===== src/rtl/core/tsab_pkg.sv =====
// Package for the timestamp-aligned sample buffer: field widths, opcodes,
// reset constants and the wrapped-time comparison. No dependencies.
package tsab_pkg;

    localparam int TIME_W = 32;
    localparam int PER_W  = 31;
    localparam int OFF_W  = 10;
    localparam int BYTE_W = 8;
    localparam int HELD_W = 5;

    localparam logic OP_PUSH = 1'b0;
    localparam logic OP_PULL = 1'b1;

    localparam logic [PER_W-1:0] PER_RESET = 31'd78643200;

    // True when time a lies before time b within a window of half a period.
    function automatic logic time_before(input logic [TIME_W-1:0] a,
                                         input logic [TIME_W-1:0] b,
                                         input logic [TIME_W-1:0] half);
        logic r;
        if (a == b) begin
            r = 1'b0;
        end else if (a < b) begin
            r = ((b - a) <= half);
        end else begin
            r = ((a - b) > half);
        end
        return r;
    endfunction

endpackage


===== src/rtl/core/tsab_div.sv =====
// Bit-serial remainder unit: dividend modulo divisor, one quotient bit per cycle.
// Depends on tsab_pkg for widths.
module tsab_div import tsab_pkg::*; (
    input  logic              i_clk,
    input  logic              i_rst_n,
    input  logic              i_start,
    input  logic [TIME_W-1:0] i_dividend,
    input  logic [PER_W-1:0]  i_divisor,
    output logic              o_done,
    output logic [PER_W-1:0]  o_rem
);

    localparam int CNT_W = $clog2(TIME_W);

    logic              r_busy, n_busy;
    logic              r_done, n_done;
    logic [CNT_W-1:0]  r_cnt, n_cnt;
    logic [TIME_W-1:0] r_x, n_x;
    logic [PER_W-1:0]  r_rem, n_rem;

    logic [TIME_W-1:0] div_ext;
    logic [TIME_W-1:0] shifted;

    assign div_ext = {1'b0, i_divisor};
    assign shifted = {r_rem, r_x[TIME_W-1]};

    always_comb begin
        n_busy = r_busy;
        n_done = 1'b0;
        n_cnt  = r_cnt;
        n_x    = r_x;
        n_rem  = r_rem;
        if (r_busy) begin
            if (shifted >= div_ext) begin
                n_rem = PER_W'(shifted - div_ext);
            end else begin
                n_rem = shifted[PER_W-1:0];
            end
            n_x   = {r_x[TIME_W-2:0], 1'b0};
            n_cnt = r_cnt - 1'b1;
            if (r_cnt == '0) begin
                n_busy = 1'b0;
                n_done = 1'b1;
            end
        end else if (i_start) begin
            // A dividend already below the divisor is its own remainder.
            if (i_dividend < div_ext) begin
                n_rem  = i_dividend[PER_W-1:0];
                n_done = 1'b1;
            end else begin
                n_x    = i_dividend;
                n_rem  = '0;
                n_cnt  = CNT_W'(TIME_W - 1);
                n_busy = 1'b1;
            end
        end
    end

    always_ff @(posedge i_clk) begin
        if (!i_rst_n) begin
            r_busy <= 1'b0;
            r_done <= 1'b0;
        end else begin
            r_busy <= n_busy;
            r_done <= n_done;
        end
        r_cnt <= n_cnt;
        r_x   <= n_x;
        r_rem <= n_rem;
    end

    assign o_done = r_done;
    assign o_rem  = r_rem;

endmodule


===== config.mk =====
export PLATFORM = sky130hd
export DESIGN_NAME = tsab_div
export DESIGN_NICKNAME = d
export VERILOG_FILES = /design/src/rtl/core/tsab_pkg.sv /design/src/rtl/core/tsab_div.sv
export SDC_FILE = /design/constraint.sdc
export NUM_CORES = 1
export LEC_CHECK = 0
export BUFFER_PORTS_ARGS = -buffer_cell sky130_fd_sc_hd__buf_2
export CAP_MARGIN = 15
export CORE_MARGIN = 5
export CORE_UTILIZATION = 35
export CTS_CLUSTER_DIAMETER = 200
export DETAILED_ROUTE_END_ITERATION = 12
export MAX_ROUTING_LAYER = met4
export SYNTH_ARGS = -nofsm -noshare
export SYNTH_HDL_FRONTEND = slang
export SYNTH_SLANG_ARGS = --single-unit

===== constraint.sdc =====
create_clock -name i_clk -period 6.1 [get_ports i_clk]
set_clock_uncertainty 0.05 [all_clocks]
set_input_delay 0.61 -clock i_clk [delete_from_list [all_inputs] [get_ports i_clk]]
set_output_delay 0.61 -clock i_clk [all_outputs]
set_load 0.1 [all_outputs]

==> results.rst <==
.. list-table::
   :header-rows: 1

   * - Metric
     - Value
   * - Sequential group share of total power
     - 29.9%
   * - Worst slew slack as a fraction of its limit
     - 23.8%
   * - Unrepaired setup endpoints after global routing
     - no
   * - Total nets after synthesis
     - 792
   * - Wirelength, routed
     - 18.1 mm
   * - Distinct cell type count after synthesis
     - 68
   * - Required time at the worst-slack endpoint
     - 6120 ps
   * - Final setup TNS
     - 0 ps
   * - Category of the critical setup timing path
     - register to register
   * - Cells taking the most area after synthesis
     - edfxtp_1 (34%), ha_1 (13%), nand2_1 (5.9%)
   * - Count of final max-slew check failures
     - 0
   * - Net count, final
     - 871
   * - Placed wire-length estimate after detailed placement
     - 13.6 mm
   * - Initial core utilization
     - 35.6%
   * - Period Utilization, post-route
     - 59.5%
   * - Peak VDD IR
     - 0.000156 V
   * - Crit path launch type
     - register
   * - Post-synthesis sequential element count
     - 70
   * - Wire length of the first global-routing pass
     - 28.1 mm
   * - Top cell type by total area after synthesis
     - edfxtp_1
   * - Total leakage power
     - 3.06 nW
   * - CTS tree
     - built
   * - DP Cell Count
     - 951
   * - Cell row count
     - 47
   * - Area share of the leading cell type in the synthesized netlist
     - 34.2%
   * - Share of synthesized flip-flops with an asynchronous set or reset
     - 0%
   * - Number of optimization iterations in the first detailed-route pass
     - 7
   * - Worst-case clock buffer depth
     - 2
   * - Post-cts hold buffer count
     - 0
   * - Final core utilization
     - 41.3%
   * - Global router's overall resource usage
     - 18.7%
   * - Power per cell area
     - 330 nW/um^2
   * - Most used standard cell by instance count after synthesis
     - nand2_1
   * - Clock share of power
     - 25.5%
   * - I/O Pins
     - 98
   * - Avg Synthesized Cell Area
     - 8.87 um^2
   * - Post-Layout Cell Count
     - 966
   * - Die boundary width
     - 140 um
   * - Hold WC Path Type
     - register to register
   * - Count of cells resized by post-cts repair
     - 0
   * - Cell area after synthesis
     - 5880 um^2
   * - Placeable core region
     - 16,500 um^2
   * - H-tree levels
     - 3
   * - Yosys warnings
     - 0
   * - Fraction of final layout cells with drive strength greater than 1
     - 17.8%
   * - Internal power of the cells
     - 1.28 mW
   * - Clock root buffer master
     - clkbuf_16
   * - Avg Vias per Cell
     - 5.49
   * - Gp weighted congestion
     - 0.965
   * - Share of the yosys chip area belonging to registers
     - 35.2%
   * - # diodes
     - 0
   * - Per-cell routed wire length
     - 18.7 um
   * - Sinks on Clock Net
     - 70
   * - Maximum number of pins on one net before global-route repair
     - 49
   * - Number of global-route vias before repair
     - 5,105
   * - Number of nets with antenna violations after detailed routing
     - 0
   * - Clock slew at reported path FFs
     - 60 ps
   * - Achievable Freq
     - 276 MHz
   * - Total via count in the routed design
     - 5,305
   * - Clock buffers created by TritonCTS
     - 9
   * - Fraction of power spent switching nets
     - 43.2%
   * - Sw Pwr
     - 0.972 mW
   * - Initial antenna violation count
     - 0
   * - Data arrival, critical path
     - 3640 ps
   * - Worst Tran Pin Value
     - 1140 ps
   * - Layout overhead on the synthesized area
     - 16.0%
   * - Number of fill cells in the layout
     - 1,663
   * - Number of maximum-capacitance violations
     - 0
   * - Residual DRC count
     - 0
   * - Die footprint
     - 19,500 um^2
   * - Cell count after synthesis
     - 663
   * - Leftover overflow at the end of global routing
     - 0
   * - Outcome
     - finished, final reports clean
   * - Post-CTS setup buffers
     - 0
   * - Worst skew pair latency
     - 350 ps
   * - Relative contribution of combinational cells to total power
     - 44.6%
   * - Die Ht
     - 140 um
   * - Initial drt markers
     - 561
   * - EDFF count, synth
     - 67
   * - Worst hold margin
     - 414 ps
   * - Post-layout minimum cycle time
     - 3630 ps
   * - Main synth FF type
     - edfxtp_1
   * - Biggest fanout along the worst timing path
     - 36
   * - Most frequent cells after synthesis
     - nand2_1 (93), edfxtp_1 (67), ha_1 (62)
   * - Endpoint class of the critical path
     - register
   * - Hold Violations, Final
     - 0
   * - Final setup violation count
     - 0
   * - Port Buffer Count
     - 97
power by group through the flow:
stage	combinational (mW)	sequential, mW	clock [mW]
2_1_floorplan	0.553	0.922	0
3_3_place_gp	0.993	0.682	0
3_5_place_dp	0.993	0.682	0
4_1_cts	0.997	0.673	0.587
5_1_grt	1.08	0.681	0.605
6_report	1.00	0.673	0.573
worst max-delay path, stage by stage, from the launching register on:
cell	delay, ps
edfxtp_1	440
ha_1	410
a211oi_2	290
o21ai_1	110
a221oi_1	430
o221a_2	290
and2_2	560
buf_4	400
mux2i_1	240
o22ai_1	100
per-layer routing:
metal / global-route usage, % / part of all wire [%]
met1: 27.1 / 50
met2: 27.4 / 44
met3: 2.40 / 5.0
met4: 5.71 / 1.5
met5: - / 0
cells in the final DEF (no fill, tap or decap), types with 4 or more instances in the layout:
cell,count
a21o_1,30
nor3_1,7
nor2_1,29
and3_1,4
nand3_1,32
mux2i_1,7
a211oi_1,6
nand2_1,93
edfxtp_1,67
xnor2_1,16
a211o_1,8
buf_4,6
a31oi_1,11
a21oi_1,50
nand4_1,8
o211ai_1,6
buf_2,97
o22ai_1,13
ha_1,62
nor2b_1,4
xor2_1,7
clkbuf_16,9
inv_1,40
o21ai_0,51
nand2b_1,9
registers in the layout, summed over array words and instances, names as in the netlist:
register,flops
r_cnt,5
o_rem,31
o_done,1
r_busy,1
r_x,32
logic make-up (layout without fill, tap and decap cells):
kind of cell    count (synthesis)  after routing  synth area share (%)
flops                          70             70                  35.2
compound gates                213            213                  23.5
buf+inv                        76            159                  5.68
xor+xnor                       23             23                  3.42
mux                             7              7                  1.19
simple gates                  211            211                  17.4
fa+ha+maj                      63             63                  13.5
final timing paths:
kind / cells after the start / from / slack (ps) / to
setup / recovery: 9 / o_rem[20] / 2470 / o_rem[14]
hold / removal: 2 / r_x[0] / 410 / r_x[0]
hold reg to reg: 2 / r_x[0] / 410 / r_x[0]
setup reg to reg: 9 / o_rem[20] / 2470 / o_rem[14]
metrics by stage:
| stage | power [mW] | setup WS [ps] | area [um^2] |
|---|---|---|---|
| 6_report | 2.25 | 2470 | 6820 |
| 5_1_grt | 2.37 | 2270 | 6820 |
| 4_1_cts | 2.26 | 2510 | 6820 |
| 3_5_place_dp | 1.68 | 2230 | 6510 |
| 3_3_place_gp | 1.68 | 2300 | 6510 |
| 2_1_floorplan | 1.48 | 2680 | 5880 |
area by class of cell:
class / instances / area (um^2) / area share (%)
sequential: 70 / 2070 / 30.4
inverter: 41 / 154 / 2.26
clock inverter: 6 / 86.3 / 1.27
tap: 220 / 275 / 4.04
clock buffer: 9 / 225 / 3.30
timing repair buffer: 103 / 531 / 7.78
multi-input combinational: 517 / 3480 / 51.0
No activity file was read; power rests on OpenSTA's default activity.
