==> config.mk <==
export PLATFORM = sky130hd
export DESIGN_NAME = tsab_ram
export DESIGN_NICKNAME = d
export VERILOG_FILES = /design/src/rtl/core/tsab_ram.sv
export SDC_FILE = /design/constraint.sdc
export NUM_CORES = 1
export LEC_CHECK = 0
export BUFFER_PORTS_ARGS = -buffer_cell sky130_fd_sc_hd__buf_2
export CAP_MARGIN = 20
export CELL_PAD_IN_SITES_DETAIL_PLACEMENT = 1
export CELL_PAD_IN_SITES_GLOBAL_PLACEMENT = 1
export CORE_MARGIN = 10
export CORE_UTILIZATION = 58
export CTS_CLUSTER_SIZE = 20
export DETAILED_ROUTE_END_ITERATION = 12
export PLACE_DENSITY = 0.89
export SYNTH_ARGS = -nofsm -noshare
export SYNTH_HDL_FRONTEND = slang
export SYNTH_SLANG_ARGS = --single-unit
==> constraint.sdc <==
create_clock -name i_clk -period 5.8 [get_ports i_clk]
set_input_delay 0.87 -clock i_clk [delete_from_list [all_inputs] [get_ports i_clk]]
set_output_delay 0.87 -clock i_clk [all_outputs]
set_load 0.05 [all_outputs]
==> src/rtl/core/tsab_ram.sv <==
// Generic single-write, single-read synchronous RAM with registered read data.
// No dependencies.
module tsab_ram #(
    parameter int WIDTH = 16,
    parameter int DEPTH = 16
) (
    input  logic                     i_clk,
    input  logic                     i_we,
    input  logic [$clog2(DEPTH)-1:0] i_waddr,
    input  logic [WIDTH-1:0]         i_wdata,
    input  logic [$clog2(DEPTH)-1:0] i_raddr,
    output logic [WIDTH-1:0]         o_rdata
);

    logic [WIDTH-1:0] r_mem [DEPTH];
    logic [WIDTH-1:0] r_rdata;

    always_ff @(posedge i_clk) begin
        if (i_we) begin
            r_mem[i_waddr] <= i_wdata;
        end
        r_rdata <= r_mem[i_raddr];
    end

    assign o_rdata = r_rdata;

endmodule

==> impl_metrics.csv, run 1 <==
group,metric,value,unit
run_status,status,"finished clean",
clock_network,htreeDepth,1,
worst_setup_path,worstSetupPathType,"in2reg",
route,drt_wl_total,24.10,mm
route,wl_met3,1.493,mm
yosys,synth_commonest_cells,"256 x edfxtp_1, 54 x mux4_2, 32 x a22oi_1",
timing,slew_violations,0,
route,dr_wl_met2,12.52,mm
floorplanning,core,17120,um^2
global_routing,gr-total-overflow,0,
floorplanning,die_y,151.6,um
clock_network,cts_hold_buf,0,
worst_setup_path,path_max_fanout,42,
route,ant_nets,0,
layout,nets,528,
clock_network,cts.repair.resized,0,
yosys,synth_top_area_cell,"edfxtp_1",
route,top_layer,"met4",
timing,fin_setup_tns,0,ps
yosys,synth_area_per_cell,23.25,um^2
clock_network,path_clk_slew,60,ps
yosys,yosysWarnings,0,
global_routing,grt_pass1_wl,35.43,mm
layout,area_growth,15.10,%
clock_network,postCtsSetupRepairBufs,0,
global_routing,grt_pass1_vias,5271,
clock_network,numCtsBuffers,27,
job,maxCapViolations,0,
placed_design,globalplace.congestion,0.7216,
route,vias,4821,
layout,drive_gt1_share,33.52,%
placed_design,dp_hpwl,13.38,mm
yosys,ys.flop_type,"edfxtp_1",
layout,fin_util,67.54,%
route,drt-met1-wl,9.553,mm
clock_network,clockBufferDepth,3,
timing,post-route-period-util,44.99,%
pwr,leakage,0.003808,uW
layout,fin_area,11560,um^2
clock_network,clock_latency,530,ps
timing,relSlewSlack,31.10,%
timing,rsz0062_at_grt,"false",
worst_setup_path,critPathRequiredTime,6200,ps
global_routing,track_usage,21.69,%
floorplanning,initial_utilization,58.68,%
route,viasPerCell,6.454,
route,drtPass1Iterations,5,
timing,max_freq,0.3833,GHz
route,post-route-drc-count,0,
pwr,power_density,370.8,nW/um^2
yosys,synthMostInstantiatedCell,"edfxtp_1",
layout,antenna_cells,0,
worst_hold_path,whs_path_depth,3,
worst_setup_path,startpoint_type,"input port",
worst_setup_path,critPathCaptureType,"flip-flop",
worst_setup_path,worst-r2r-cell-count,3,
yosys,synth_nets,458,
yosys,synthTopCellsByArea,"edfxtp_1 77%, mux4_2 12%, dfxtp_1 3.2%, mux4_1 2.6%, a22oi_1 2.4%",
yosys,yosysSeqAreaShare,79.73,%
timing,clock_skew,16.78,ps
yosys,async_flop_share,0,%
placed_design,place_ws,2610,ps
route,routed_wire_length_per_instance,32.26,um
yosys,synth-edff-count,256,
placed_design,postPlaceCellArea,10620,um^2
worst_setup_path,cp.arrival,3010,ps
timing,whs,676.8,ps
timing,finalSetupViolCount,0,
yosys,yosys.cell_types.count,19,
timing,period_needed,2609,ps
clock_network,cts_tree,"built",
yosys,synthesis.area,10040,um^2
floorplanning,dieArea,22980,um^2
global_routing,grt_max_degree,65,
floorplanning,row_count,48,
global_routing,antenna_found_initial,0,
pwr,peakVddDrop,0.0003380,V
route,drtIter0Drc,440,
timing,worstMarginPinSlew,1034,ps
worst_hold_path,worstHoldPathType,"reg2reg",
timing,finalHoldViolCount,0,
timing,worst_slack,3191,ps
floorplanning,die_w,151.6,um
floorplanning,ios,42,
clock_network,cts-root-buf,"clkbuf_16",
yosys,synth_top_area_share,76.54,%
placed_design,io_buffers,41,
clock_network,cts.sink_count,272,
yosys,synth.ff_latch_count,272,
yosys,syn_inst,432,
final timing paths:
kind,startpoint,to,slack [ps]
worst max register to register,r_mem[1][10],o_rdata[10],4410
worst min register to register,r_mem[14][11],o_rdata[11],680
worst max-delay path,i_raddr[0],o_rdata[9],3190
worst min-delay path,r_mem[14][11],o_rdata[11],680
power by group:
group          internal (uW)  total [uW]  switching, uW
combinational           80.0         239            159
clock                   1120        1830            709
sequential              2200        2210           17.0
total                   3400        4290            885
state kept, by name (all words and copies together) (netlist names):
register,cells
r_mem,256
o_rdata,16
worst max-delay path, stage by stage:
cell     delay [ps]
buf_4           620
buf_4           520
mux4_1          640
a22oi_1         210
nand2_1         100
through the flow:
step / instances / power [uW]
6_report: 747 / 4286
4_1_cts: 747 / 4308
5_1_grt: 747 / 4412
3_3_place_gp: 698 / 2476
3_5_place_dp: 698 / 2495
2_1_floorplan: 432 / 2402
cell type report:
class,count,area [um^2]
Tap cell,225,281.5
Clock buffer,34,742.0
Timing Repair Buffer,62,365.4
Multi-Input combinational cell,139,1962
Clock inverter,15,201.4
Sequential cell,272,8008
Fill cell,1365,5557
cells in the final DEF (no fill, tap or decap):
cell type,n
clkbuf_8,4
dfxtp_1,16
nand2_1,17
mux4_1,10
nor2b_1,2
nand2b_1,2
buf_4,22
buf_2,40
clkbuf_1,3
nor3_2,4
inv_6,1
clkinv_2,4
clkbuf_16,27
edfxtp_1,256
nand3b_1,2
mux4_2,54
clkinvlp_4,1
clkinv_1,4
nand3_1,1
bufinv_16,5
and2_1,1
a22oi_1,32
or3b_2,1
nor2_1,1
nor2_2,12
metal layers:
layer	vias to the layer above	global-route usage, %
met5	-	0
met3	36	3.594
li1	1984	-
met1	2601	28.23
met2	200	37.70
met4	0	5.100
cell families (layout without fill, tap and decap cells):
logic type      Yosys count  after routing  synth area share [%]
flops                   272            272                 79.73
buf+inv                  21            111                 1.233
mux                      64             64                 14.73
compound gates           32             32                 2.392
simple gates             43             43                 1.918
Power figures use the tool's default switching activity.
==> run 2: changes to the inputs <==
ABC_AREA = 1   (was default)
CORE_UTILIZATION = 49   (was 58)
PLACE_DENSITY = 0.85   (was 0.89)
clock period = 2.56 ns   (was 5.8 ns; I/O delays follow)
==> impl_metrics.csv, run 2 <==
group,metric,value,unit
global_routing,antenna_found_initial,0,
clock_network,numCtsBuffers,27,
yosys,yosysSeqAreaShare,70.36,%
clock_network,cts_hold_buf,0,
pwr,leakage,0.005558,uW
timing,clock_skew,11.32,ps
run_status,status,"finished clean",
pwr,peakVddDrop,0.0005873,V
layout,area_growth,13.35,%
worst_setup_path,cp.arrival,1250,ps
floorplanning,ios,42,
worst_setup_path,path_max_fanout,1,
yosys,synth_commonest_cells,"341 x nand2_1, 256 x edfxtp_1, 196 x inv_1",
worst_hold_path,worstHoldPathType,"in2reg",
clock_network,postCtsSetupRepairBufs,0,
clock_network,cts.repair.resized,0,
layout,drive_gt1_share,11.62,%
timing,finalHoldViolCount,0,
clock_network,clock_latency,540,ps
pwr,power_density,761.2,nW/um^2
timing,max_freq,0.6104,GHz
yosys,synthTopCellsByArea,"edfxtp_1 68%, nand2_1 11%, nand3_1 8.5%, inv_1 6.5%, dfxtp_1 2.8%",
worst_setup_path,crit_family,"flip-flops",
job,maxCapViolations,0,
timing,worstMarginPinSlew,840.4,ps
worst_setup_path,critPathRequiredTime,2180,ps
yosys,synth.ff_latch_count,272,
layout,seqCellArea,8008,um^2
placed_design,io_buffers,41,
floorplanning,die_y,172.4,um
route,drtPass1Iterations,5,
yosys,ys.flop_type,"edfxtp_1",
route,viasPerCell,5.415,
clock_network,htreeDepth,1,
worst_setup_path,worst_path_max_delay_cell,"dfxtp_1",
yosys,synth_nets,1100,
yosys,synthMostInstantiatedCell,"nand2_1",
yosys,synth_top_area_cell,"edfxtp_1",
worst_setup_path,worstSetupPathType,"reg2out",
timing,rsz0062_at_grt,"false",
yosys,synth_top_area_share,67.55,%
timing,relSlewSlack,43.98,%
layout,final_common_cell,"nand2_1",
route,drtIter0Drc,773,
global_routing,grt_pass1_wl,50.31,mm
layout,nets,1152,
route,post-route-drc-count,0,
floorplanning,core,22780,um^2
yosys,yosys.cell_types.count,13,
timing,post-route-period-util,64.00,%
layout,antenna_cells,0,
timing,fin_setup_tns,0,ps
global_routing,track_usage,22.51,%
yosys,syn_inst,1074,
worst_setup_path,path_cells,"buf_2",
timing,slew_violations,0,
worst_setup_path,critical_path_buf_inv_count,1,
clock_network,cts-root-buf,"clkbuf_16",
floorplanning,initial_utilization,49.96,%
floorplanning,die_w,172.4,um
route,ant_nets,0,
layout,n_fill_cell,2445,
clock_network,cts.sink_count,272,
timing,whs,234.2,ps
yosys,synth_area_per_cell,10.60,um^2
timing,finalSetupViolCount,0,
floorplanning,row_count,55,
global_routing,gr-total-overflow,0,
floorplanning,dieArea,29720,um^2
route,drt_wl_total,33.42,mm
global_routing,grt_max_degree,129,
route,routed_wire_length_per_instance,22.92,um
placed_design,dp_hpwl,18.68,mm
clock_network,clockBufferDepth,3,
yosys,yosysWarnings,0,
layout,largest_reg_flops,256,
layout,layout_common_cells,"341 x nand2_1, 256 x edfxtp_1, 196 x inv_1",
layout,top_register,"r_mem",
placed_design,globalplace.congestion,0.7793,
route,vias,7895,
worst_setup_path,critPathCaptureType,"output pin",
yosys,async_flop_share,0,%
clock_network,cts_tree,"built",
layout,multi_input_area,2365,um^2
timing,period_needed,1638,ps
worst_setup_path,startpoint_type,"flip-flop",
yosys,synthesis.area,11380,um^2
global_routing,grt_pass1_vias,8740,
yosys,synth-edff-count,256,
worst_setup_path,max_stage_delay,410,ps
clock_network,path_clk_slew,70,ps
==> run 2: cell types whose count changed in the layout (fill, tap and decap cells not counted), moves of 9 or more <==
cell / change
inv_1: +196
a22oi_1: -32
mux4_2: -54
nand3_1: +192
nand2_1: +324
buf_4: +9
mux4_1: -10
==> run 2: area by class of cell <==
| type | instances | share of cell area, % |
|---|---|---|
| inverters | 198 | 5.771 |
| multi-input cells | 553 | 18.33 |
| flip-flops and latches | 272 | 62.08 |
| well taps | 313 | 3.036 |
| clock inverters | 13 | 1.261 |
| clock buffers | 35 | 5.703 |
| repair buffers | 74 | 3.822 |
==> run 2: power breakdown <==
group	internal, uW	switching [uW]
Combinational	170	547
Clock	2420	1670
Sequential	4980	39.8
==> run 2: stage by stage <==
stage / power [uW] / util, % / instance area [um^2] / instances / worst slack [ps]
3_5_place_dp: 5810 / 52.69 / 12000 / 1410 / 655.8
2_1_floorplan: 5534 / - / 11380 / 1074 / 876.4
5_1_grt: 10070 / 56.63 / 12900 / 1458 / 891.2
6_report: 9820 / 56.63 / 12900 / 1458 / 921.7
4_1_cts: 9857 / 56.63 / 12900 / 1458 / 892.1
3_3_place_gp: 5773 / 52.69 / 12000 / 1410 / 692.9
==> run 2: kinds of logic (layout without fill, tap and decap cells) <==
kind of cell | after synthesis | after routing | synth area share (%)
buffers and inverters | 249 | 320 | 9.213
flip-flops | 272 | 272 | 70.36
AND/OR/NAND/NOR | 553 | 553 | 20.43
==> run 2: path summary, 6_finish.rpt <==
| path | start | end | slack [ps] | depth (start not counted) |
|---|---|---|---|---|
| max | o_rdata[13] | o_rdata[13] | 920 | 1 |
| min | i_wdata[2] | r_mem[11][2] | 230 | 1 |
| max reg2reg | r_mem[0][10] | o_rdata[10] | 1440 | 6 |
| min reg2reg | r_mem[6][11] | o_rdata[11] | 690 | 6 |
==> run 2: per-layer routing <==
metal	wire, um	up-vias	part of all wire [%]	global-route usage (%)
met1	13060	3997	39	27.34
met5	0	-	0	0
li1	-	3554	-	-
met4	794	0	2.4	6.822
met3	1925	56	5.8	2.599
met2	17640	288	53	40.95
==> run 3: changes to the inputs <==
CORE_UTILIZATION = 45   (was 49)
PLACE_DENSITY = 0.82   (was 0.85)
clock period = 1.3 ns   (was 2.56 ns; I/O delays follow)
==> impl_metrics.csv, run 3 (same netlist as run 2, synthesis figures left out) <==
group,metric,value,unit
run_status,status,"finished clean",
route,drt-met1-wl,13.37,mm
clock_network,clockBufferDepth,3,
worst_setup_path,critical_path_buf_inv_count,1,
worst_setup_path,startpoint_type,"flip-flop",
timing,max_freq,0.7947,GHz
placed_design,io_buffers,41,
floorplanning,core,25040,um^2
layout,fin_area,13490,um^2
global_routing,grt_pass1_wl,51.60,mm
layout,antenna_cells,0,
layout,top_register,"r_mem",
global_routing,antenna_found_initial,0,
layout,nets,1180,
timing,clock_skew,15.45,ps
layout,layout_common_cells,"341 x nand2_1, 256 x edfxtp_1, 196 x inv_1",
route,viasPerCell,5.325,
clock_network,cts_hold_buf,0,
worst_setup_path,cp.arrival,1060,ps
timing,rsz0062_at_grt,"false",
timing,relSlewSlack,73.28,%
timing,finalSetupViolCount,0,
layout,final_common_cell,"nand2_1",
route,drt_wl_total,33.95,mm
pwr,power_density,1463,nW/um^2
worst_setup_path,crit_family,"flip-flops",
worst_hold_path,worstHoldPathType,"in2reg",
route,vias,8020,
timing,fin_setup_tns,0,ps
clock_network,cts_tree,"built",
timing,worstMarginPinSlew,400.8,ps
route,drtPass1Iterations,5,
worst_setup_path,worst_path_max_delay_cell,"dfxtp_1",
clock_network,cts.sink_count,272,
layout,area_growth,18.57,%
clock_network,clock_latency,550,ps
clock_network,numCtsBuffers,28,
global_routing,track_usage,21.25,%
floorplanning,initial_utilization,45.46,%
placed_design,globalplace.congestion,0.8048,
job,maxCapViolations,0,
clock_network,cts-root-buf,"clkbuf_16",
global_routing,gr-total-overflow,0,
route,post-route-drc-count,0,
worst_setup_path,critPathRequiredTime,1110,ps
placed_design,dp_hpwl,21.05,mm
worst_setup_path,path_max_fanout,1,
placed_design,postPlaceCellArea,12490,um^2
global_routing,grt_pass1_vias,9002,
route,top_layer,"met4",
floorplanning,dieArea,32050,um^2
route,ant_nets,0,
route,wl_met3,2.008,mm
floorplanning,die_w,179.0,um
floorplanning,die_y,179.0,um
clock_network,htreeDepth,1,
route,routed_wire_length_per_instance,22.54,um
worst_setup_path,critPathCaptureType,"output pin",
timing,period_needed,1258,ps
global_routing,grt_max_degree,44,
timing,finalHoldViolCount,0,
layout,largest_reg_flops,256,
pwr,peakVddDrop,0.001029,V
floorplanning,ios,42,
worst_setup_path,path_cells,"buf_6",
floorplanning,row_count,58,
layout,drive_gt1_share,13.61,%
pwr,leakage,0.005798,uW
clock_network,path_clk_slew,60,ps
worst_setup_path,worstSetupPathType,"reg2out",
route,dr_wl_met2,17.64,mm
route,drtIter0Drc,746,
worst_setup_path,max_stage_delay,360,ps
timing,slew_violations,0,
timing,post-route-period-util,96.80,%
run 3: cell count changes in the layout (fill, tap and decap cells not counted), sizes merged:
| cell | delta |
|---|---|
| clkinv | +1 |
| clkinvlp | +1 |
| inv | +1 |
| buf | +27 |
| clkbuf | +1 |
run 3: metrics by stage:
stage / cells / setup slack [ps] / hold slack, ps / power [uW] / utilization [%]
floorplan: 1074 / -194.6 / 293.9 / 10900 / -
global placement: 1454 / -40.45 / 589.2 / 11490 / 49.89
detailed placement: 1454 / -128.8 / 598.7 / 11580 / 49.89
CTS: 1506 / 1.309 / 26.48 / 19860 / 53.85
global route: 1506 / 9.847 / 38.99 / 20330 / 53.90
finish: 1506 / 41.66 / 34.79 / 19750 / 53.90
run 3: power breakdown:
group	internal, uW	switching [uW]	total [uW]
registers	9800	74.5	9880
clock network	4910	3370	8270
logic	485	1110	1600
run 3: path summary, 6_finish.rpt:
| check | start | end | slack, ps | cells past startpoint |
|---|---|---|---|---|
| setup / recovery | o_rdata[0] | o_rdata[0] | 40 | 1 |
| hold / removal | i_wdata[10] | r_mem[15][10] | 30 | 1 |
| setup reg to reg | r_mem[11][9] | o_rdata[9] | 210 | 6 |
| hold reg to reg | r_mem[2][15] | o_rdata[15] | 670 | 6 |
run 3: layout make-up:
type | instances | area, um^2
timing repair buffer | 101 | 1025
multi-input combinational | 553 | 2365
tap | 330 | 412.9
inverter | 198 | 745.7
sequential | 272 | 8010
clock buffer | 36 | 762.0
clock inverter | 16 | 173.9
fill | 2685 | 11540
run 3: what timing repair did:
item	in CTS	in global routing
gates resized for setup	21	4
buffers inserted	0	0
setup endpoints to repair	16	4
pin swaps	0	0
run 3: per-layer routing:
| layer | GRT usage (%) | vias up |
|---|---|---|
| met2 | 38.42 | 283 |
| met3 | 2.970 | 65 |
| met1 | 25.46 | 4050 |
| met4 | 6.993 | 0 |
| li1 | - | 3622 |
| met5 | 0 | - |
